[src/hw/rtl/tbg_pkg.sv]
// ----------------------------------------------------------------------------
// tbg_pkg: shared types and constants of the two-body gravity block
// Widths of the position, separation and divider datapaths, the register
// indexes of the configuration port and the structs passed between stages.
// ----------------------------------------------------------------------------
`default_nettype none

package tbg_pkg;

	// Position and acceleration formats.
	localparam int POS_W     = 32;
	localparam int FRAC      = 16;
	localparam int ACC_W     = 32;
	localparam int MASS_FRAC = 16;
	localparam int M_W       = MASS_FRAC + 1;

	// Datapath widths derived from the position format.
	localparam int MAG_W  = POS_W;
	localparam int SQ_W   = 2 * MAG_W;
	localparam int SUM_W  = SQ_W + 1;
	localparam int RHO_W  = (SUM_W + 1) / 2;
	localparam int TR_W   = SUM_W + 1;
	localparam int Q_W    = RHO_W;
	localparam int NUM_W  = Q_W + FRAC;
	localparam int CMP_W  = RHO_W + Q_W;
	localparam int U_W    = FRAC + 1;

	// Pipeline depth: three input stages, square root, capture stage,
	// three divisions and one product stage, and the final saturation stage.
	localparam int SQRT_LAT = RHO_W;
	localparam int DIV_LAT  = Q_W;
	localparam int PIPE_LAT = 3 + SQRT_LAT + 1 + DIV_LAT + 1 + 2 * DIV_LAT + 1;

	// Configuration port.
	localparam int CFG_IDX_W  = 1;
	localparam int CFG_DATA_W = 31;
	localparam int MF_W       = 17;
	localparam int CAP_W      = 31;
	localparam logic [MF_W-1:0]  MF_RESET  = MF_W'(32768);
	localparam logic [CAP_W-1:0] CAP_RESET = '0;
	localparam logic [M_W-1:0]   MASS_ONE  = M_W'(1) << MASS_FRAC;

	typedef enum logic [CFG_IDX_W-1:0] {
		REG_MASS_FRACTION  = 1'b0,
		REG_CAPTURE_RADIUS = 1'b1
	} cfg_reg_t;

	// Output lanes: body one x and y, body two x and y.
	localparam int LANES   = 4;
	localparam int LANE_1X = 0;
	localparam int LANE_1Y = 1;
	localparam int LANE_2X = 2;
	localparam int LANE_2Y = 3;

	// Separation magnitudes and signs carried alongside the square root.
	typedef struct packed {
		logic [MAG_W-1:0] dx;
		logic [MAG_W-1:0] dy;
		logic             nx;
		logic             ny;
	} pre_t;

	// Per-item control carried alongside the divisions.
	typedef struct packed {
		logic             captured;
		logic [LANES-1:0] neg;
		logic [M_W-1:0]   m1;
		logic [M_W-1:0]   m2;
		logic [RHO_W-1:0] rho;
	} ctl_t;

	typedef struct packed {
		logic signed [ACC_W-1:0] first_accel_x;
		logic signed [ACC_W-1:0] first_accel_y;
		logic signed [ACC_W-1:0] second_accel_x;
		logic signed [ACC_W-1:0] second_accel_y;
		logic                    captured;
	} res_t;

	// Signs a quotient magnitude and saturates it to the output format.
	function automatic logic [ACC_W-1:0] sat_signed(
		input logic [Q_W-1:0] mag, input logic ovf, input logic neg);
		logic [Q_W-1:0] lim_pos;
		logic [Q_W-1:0] lim_neg;
		logic [ACC_W-1:0] res;
		lim_pos = (Q_W'(1) << (ACC_W - 1)) - Q_W'(1);
		lim_neg = Q_W'(1) << (ACC_W - 1);
		if (neg) begin
			if (ovf || mag > lim_neg) res = ACC_W'(1) << (ACC_W - 1);
			else res = ACC_W'(-mag);
		end else begin
			if (ovf || mag > lim_pos) res = ACC_W'(lim_pos);
			else res = ACC_W'(mag);
		end
		return res;
	endfunction

endpackage

`default_nettype wire

[src/hw/rtl/tbg_div.sv]
// ----------------------------------------------------------------------------
// tbg_div: pipelined restoring divider
// One quotient bit per register stage. Quotients that do not fit the
// quotient width raise ovf, which is known from the first stage on.
// ----------------------------------------------------------------------------
`default_nettype none

module tbg_div import tbg_pkg::*; (
	input  logic             clk,
	input  logic             en,
	input  logic [NUM_W-1:0] num,
	input  logic [RHO_W-1:0] den,
	output logic [Q_W-1:0]   quo,
	output logic             ovf
);

	logic [NUM_W-1:0] rem_s [1:DIV_LAT];
	logic [RHO_W-1:0] den_s [1:DIV_LAT];
	logic [Q_W-1:0]   q_s   [1:DIV_LAT];
	logic             ovf_s [1:DIV_LAT];

	for (genvar k = 0; k < DIV_LAT; k++) begin : g_stage
		localparam int B = Q_W - 1 - k;
		logic [NUM_W-1:0] cur_rem;
		logic [RHO_W-1:0] cur_den;
		logic [Q_W-1:0]   cur_q;
		logic             cur_ovf;
		logic [CMP_W-1:0] shd;
		logic [CMP_W-1:0] remx;
		logic             take;

		if (k == 0) begin : g_first
			assign cur_rem = num;
			assign cur_den = den;
			assign cur_q   = '0;
			assign cur_ovf = CMP_W'(num >> Q_W) >= CMP_W'(den);
		end else begin : g_next
			assign cur_rem = rem_s[k];
			assign cur_den = den_s[k];
			assign cur_q   = q_s[k];
			assign cur_ovf = ovf_s[k];
		end

		// Subtract the shifted divisor where it fits.
		assign shd  = CMP_W'(cur_den) << B;
		assign remx = CMP_W'(cur_rem);
		assign take = remx >= shd;

		always_ff @(posedge clk) begin
			if (en) begin
				rem_s[k+1] <= take ? NUM_W'(remx - shd) : cur_rem;
				den_s[k+1] <= cur_den;
				q_s[k+1]   <= cur_q | (Q_W'(take) << B);
				ovf_s[k+1] <= cur_ovf;
			end
		end
	end

	assign quo = q_s[DIV_LAT];
	assign ovf = ovf_s[DIV_LAT];

endmodule

`default_nettype wire
[config.mk]
export PLATFORM = sky130hd
export DESIGN_NAME = tbg_div
export DESIGN_NICKNAME = d
export VERILOG_FILES = /design/src/hw/rtl/tbg_pkg.sv /design/src/hw/rtl/tbg_div.sv
export SDC_FILE = /design/constraint.sdc
export NUM_CORES = 2
export LEC_CHECK = 0
export ABC_CLOCK_PERIOD_IN_PS = 9300
export BUFFER_PORTS_ARGS = -buffer_cell sky130_fd_sc_hd__clkbuf_2
export CORE_MARGIN = 10
export CORE_UTILIZATION = 40
export CTS_CLUSTER_SIZE = 30
export DETAILED_ROUTE_END_ITERATION = 8
export PLACE_DENSITY = 0.65
export SETUP_SLACK_MARGIN = 0.2
export SLEW_MARGIN = 40
export SYNTH_ARGS = -nofsm -noshare
export SYNTH_HDL_FRONTEND = slang
export SYNTH_SLANG_ARGS = --single-unit
[constraint.sdc]
create_clock -name clk -period 9.3 [get_ports clk]
set_clock_uncertainty 0.2 [all_clocks]
set_input_delay 0.93 -clock clk [delete_from_list [all_inputs] [get_ports clk]]
set_output_delay 0.93 -clock clk [all_outputs]
set_load 0.005 [all_outputs]
======== Word-level counts from Yosys, hierarchy flattened ========
Memory sizes are Yosys's and may differ from the RTL's.
Cells that the tools add are included.
word-level totals
  register bits ........................... 0
  bits in latches ......................... 0
  RAM bits ................................ 3828
  ROM bits ................................ 0
  input port bits ......................... 84
  output and inout bits ................... 34
  memories kept ........................... 4
memories
  memory  words  width  read ports  clocked after Yosys merged registers in  write ports  line           source
  rem_s   33     49     32          0                                        33           tbg_div.sv:17  logic [NUM_W-1:0] rem_s [1:DIV_LAT];
  den_s   33     33     32          0                                        33           tbg_div.sv:18  logic [RHO_W-1:0] den_s [1:DIV_LAT];
  q_s     33     33     33          0                                        33           tbg_div.sv:19  logic [Q_W-1:0] q_s [1:DIV_LAT];
  ovf_s   33     1      33          0                                        33           tbg_div.sv:20  logic ovf_s [1:DIV_LAT];
cells by class
  add/subtract/negate cells ............... 33
  $mul .................................... 0
  div/mod/pow operators ................... 0
  magnitude comparators ................... 34
  equal/unequal tests ..................... 0
  shift operators ......................... 0
  mux-type cells .......................... 35
  bitwise operators ....................... 32
  reductions and logical operators ........ 0
operator list
  operator                                          number
  49-bit two-way mux                                33
  49-bit subtractor                                 17
  49-bit by 65-bit >= comparator with 1-bit output  1
  49-bit by 64-bit >= comparator with 1-bit output  1
  49-bit by 63-bit >= comparator with 1-bit output  1
  49-bit by 62-bit >= comparator with 1-bit output  1
  49-bit by 61-bit >= comparator with 1-bit output  1
  49-bit by 60-bit >= comparator with 1-bit output  1
  49-bit by 59-bit >= comparator with 1-bit output  1
  49-bit by 58-bit >= comparator with 1-bit output  1
  49-bit by 57-bit >= comparator with 1-bit output  1
  49-bit by 56-bit >= comparator with 1-bit output  1
  49-bit by 55-bit >= comparator with 1-bit output  1
  49-bit by 54-bit >= comparator with 1-bit output  1
  49-bit by 53-bit >= comparator with 1-bit output  1
  49-bit by 52-bit >= comparator with 1-bit output  1
  49-bit by 51-bit >= comparator with 1-bit output  1
  49-bit by 50-bit >= comparator with 1-bit output  1
  49-bit by 33-bit >= comparator with 1-bit output  1
  49-bit by 34-bit >= comparator with 1-bit output  1
  49-bit by 35-bit >= comparator with 1-bit output  1
  49-bit by 36-bit >= comparator with 1-bit output  1
  49-bit by 37-bit >= comparator with 1-bit output  1
  49-bit by 38-bit >= comparator with 1-bit output  1
  61 further kinds                                  62

======== Longest topological paths before layout ========
An unclocked memory read counts as a cell.
  depth after elaboration ................. 3
  depth in mapped cells ................... 17
  gate-level depth less buffers ........... 16

======== Worst setup path after synthesis ========
OpenSTA, ideal clock, no wires.
  path type ............................... input -> register
  start ................................... input port den[1]
  end ..................................... register rem_s[0][89] (netlist name)
  arrival ................................. 3.716 ns
  data required time ...................... 8.840 ns
  slack ................................... 5.124 ns
  stages .................................. 14
  path buffers ............................ 1
  path through ............................ inv_1 -> ha_1 -> nor2b_1 -> o21ai_0 -> a21boi_1 -> o21a_1 -> nor2_1 -> o311a_1 -> a211o_1 -> a21boi_0 -> o21ai_1 -> a211oi_2 -> buf_4 -> mux2_2
RTL lines
  element      line           source
  from (decl)  tbg_div.sv:12  input logic [RHO_W-1:0] den,

==> results.yml <==
status:
  status: "finished, final reports clean"
synth:
  synth_cell_type_count: 112
  synth-edff-count: 3218
  postSynthNetCount: 14200
  ys_ff_latch: 3218
  yosysTopAreaCell: "sky130_fd_sc_hd__edfxtp_1"
  mappedNetlistArea_um2: 161000
  synthCells: 13100
  synth.yosys.seq_area_share: 0.600
  post-synth-top-area-fraction: 0.600
  postSynth.asyncResetShare: 0
  synth_ff_type: "sky130_fd_sc_hd__edfxtp_1"
  synthTopCellsByArea: "sky130_fd_sc_hd__edfxtp_1 (60%), sky130_fd_sc_hd__ha_1 (7.5%), sky130_fd_sc_hd__a21oi_1 (2.9%), sky130_fd_sc_hd__inv_1 (2.8%), sky130_fd_sc_hd__o21ai_0 (2.8%)"
  avgSynthCellArea_um2: 12.3
  synth_warn: 0
timing:
  rsz0062_at_grt: "no"
  fin_crit_ns: 4.81
  setup-violations-final: 0
  final-hold-violation-count: 0
  max-slew-margin-rel: 0.402
  timing.final.crit_share: 0.517
  finalMaxSlewViolations: 0
  worst_slack_ns: 4.49
  timing.setup.tns_ns: 0
  achievable-frequency_mhz: 208
  timing_worst_slew_pin_value_ns: 0.896
cts:
  cts-root-to-sink-buffers: 4
  cts.htree.levels: 5
  cts_root_buf: "sky130_fd_sc_hd__clkbuf_16"
  clock_insertion_delay_worst_skew_ns: 0.96
  cts.clk_slew.worst_paths_ns: 0.07
  tritoncts_clock_tree: "yes"
  clock-sinks: 3218
  postCtsResizedCells: 0
  cts-buffers-inserted: 352
global_route:
  antenna_found_initial: 3
  grt_start_max_net_pins: 165
  grt_first_pass_wirelength_mm: 561
  grtUsageTotal: 0.164
  via_count_of_the_first_global_routing_pass: 98700
  globalRoute.totalOverflow: 0
setup_path:
  arrival_ns: 5.26
  crit_required_ns: 9.75
  crit_path_end_kind: "register"
  crit_path_start_kind: "register"
  critical_path.max_fanout: 50
  worst-setup-path-type: "register to register"
power_and_ir_drop:
  power.density_cell_area_nw_per_um2: 264
  worst_ir_drop_vdd_uv: 172
  power.leakage_nw: 70.1
drt:
  routed_wirelength_mm: 364
  route.detailed.drc: 0
  count_of_antenna_violating_nets_left_after_detailed_routing: 0
  routed_via_density: 5.30
  detail_route.iter0.violations: 7392
  via_count: 101000
  detail_route.first_pass.iterations: 9
  detail_route.wl_per_cell_um: 19.2
floorplanning:
  die-width_um: 654
  coreArea_um2: 400000
  boundaryPins: 118
  initial_cell_density_of_the_core: 0.402
  die_y_um: 654
  die_area_um2: 428000
  placement_rows: 232
cells_and_area:
  area_growth_pct: 12.0
  drive_gt1_frac: 0.0816
  nets: 14500
run:
  max-cap-violations: 0
placed_design:
  place.gp.congestion: 0.910
  numPortBuffers: 117
  pre_cts_ws_ns: 4.42
  post-dp-hpwl_mm: 272
min_path:
  worstHoldPathType: "input port to register"
[registers in the layout (all words and copies together) (netlist names)]
signal,flops
q_s,561
ovf_s,33
rem_s,1568
den_s,1056
[cell families (layout without fill, tap and decap cells)]
kind of cell,after synthesis,in the layout,synth area share
adders and majority gates,1001,1001,0.0793
DFF,3218,3218,0.600
xor gates and xnor gates,877,877,0.0477
muxes,302,302,0.0209
other,0,7,0
AOI/OAI and AO/OA,3203,3203,0.124
buffers and inverters,1487,2100,0.0355
and+or+nand+nor,3028,3028,0.0922
[placed cells by master (no fill, tap or decap), types with 100 or more instances in the layout]
cell type	count
sky130_fd_sc_hd__xnor2_1	483
sky130_fd_sc_hd__clkbuf_16	360
sky130_fd_sc_hd__a21o_1	499
sky130_fd_sc_hd__nand2b_1	141
sky130_fd_sc_hd__o21ai_0	890
sky130_fd_sc_hd__nand2_1	980
sky130_fd_sc_hd__ha_1	969
sky130_fd_sc_hd__nand4_1	178
sky130_fd_sc_hd__o21a_1	127
sky130_fd_sc_hd__mux2_2	267
sky130_fd_sc_hd__nor3_1	181
sky130_fd_sc_hd__clkbuf_2	116
sky130_fd_sc_hd__edfxtp_1	3218
sky130_fd_sc_hd__o21bai_1	100
sky130_fd_sc_hd__inv_1	1208
sky130_fd_sc_hd__xor2_1	394
sky130_fd_sc_hd__nor2b_1	145
sky130_fd_sc_hd__nand3_1	174
sky130_fd_sc_hd__nor2_1	641
sky130_fd_sc_hd__a21oi_1	934
sky130_fd_sc_hd__nor4_1	170
[cell usage after synthesis, drive strengths merged (178+ instances only)]
master	n
nor3	185
a21o	502
xnor2	483
a21oi	938
o21ai	909
mux2	270
edfxtp	3218
nand2	980
nor2	642
xor2	394
ha	969
nor4	183
clkbuf	189
inv	1212
nand4	178
[power breakdown]
group	total (mW)	switching (mW)	internal, mW
clock network	13.9	5.79	8.11
registers	20.4	1.55	18.8
logic	13.4	7.81	5.63
total	47.7	15.1	32.5
[critical path: stages, from the launching register on]
cell                        delay (ns)
sky130_fd_sc_hd__edfxtp_1         0.39
sky130_fd_sc_hd__ha_1             0.39
sky130_fd_sc_hd__a21o_1           0.21
sky130_fd_sc_hd__a21o_1           0.18
sky130_fd_sc_hd__a2111oi_0        0.53
sky130_fd_sc_hd__o31ai_1          0.27
sky130_fd_sc_hd__a21o_1           0.26
sky130_fd_sc_hd__a21o_1           0.22
sky130_fd_sc_hd__a21oi_1          0.25
sky130_fd_sc_hd__nor2_1           0.11
sky130_fd_sc_hd__a21boi_1         0.25
sky130_fd_sc_hd__clkinv_2         0.60
sky130_fd_sc_hd__o221ai_1         0.43
sky130_fd_sc_hd__nor4_1           0.11
sky130_fd_sc_hd__xor2_1           0.16
[final timing paths]
| check | cells past startpoint | slack [ns] | to | start |
|---|---|---|---|---|
| max | 14 | 4.49 | rem_s[1][679]$_DFFE_PP_ | rem_s[1][598]$_DFFE_PP_ |
| min | 2 | 0.13 | rem_s[0][95]$_DFFE_PP_ | num[46] |
| max reg2reg | 14 | 4.49 | rem_s[1][679]$_DFFE_PP_ | rem_s[1][598]$_DFFE_PP_ |
| min reg2reg | 0 | 0.18 | q_s[0][773]$_DFFE_PP_ | q_s[0][740]$_DFFE_PP_ |
[per-layer routing]
layer,global-route usage,vias up,share of wire,wire length [µm]
met5,0,-,0,0
met4,0.0697,0,0.047,17000
met2,0.302,2161,0.51,187000
met3,0.0189,723,0.039,14100
met1,0.193,48400,0.40,146000
li1,-,49300,-,-
[area by class of cell]
cell class,count,area [µm²]
fillers,36100,220000
diodes,7,17.5
multi-input cells,8411,58900
well taps,5265,6590
flip-flops and latches,3218,96600
clock buffers,416,9220
clock inverters,215,2230
inverters,1213,4550
repair buffers,256,2130
[timing repair]
item                                   4_1_cts  5_1_grt
hold buffers                                65        0
setup buffers                                0        0
endpoints found under the hold margin       65        0
[stage by stage]
| step | area, µm² | power, mW | util | hold slack (ns) | std cells |
|---|---|---|---|---|---|
| finish | 180000 | 47.7 | 0.451 | 0.131 | 19000 |
| global route | 180000 | 50.4 | 0.451 | 0.0743 | 19000 |
| CTS | 180000 | 48.0 | 0.451 | 0.0427 | 19000 |
| detailed placement | 168000 | 33.9 | 0.420 | 0.205 | 18300 |
| global placement | 168000 | 33.8 | 0.420 | 0.200 | 18300 |
| floorplan | 161000 | 29.9 | - | 0.200 | 13100 |
No activity file was read; power rests on OpenSTA's default activity.
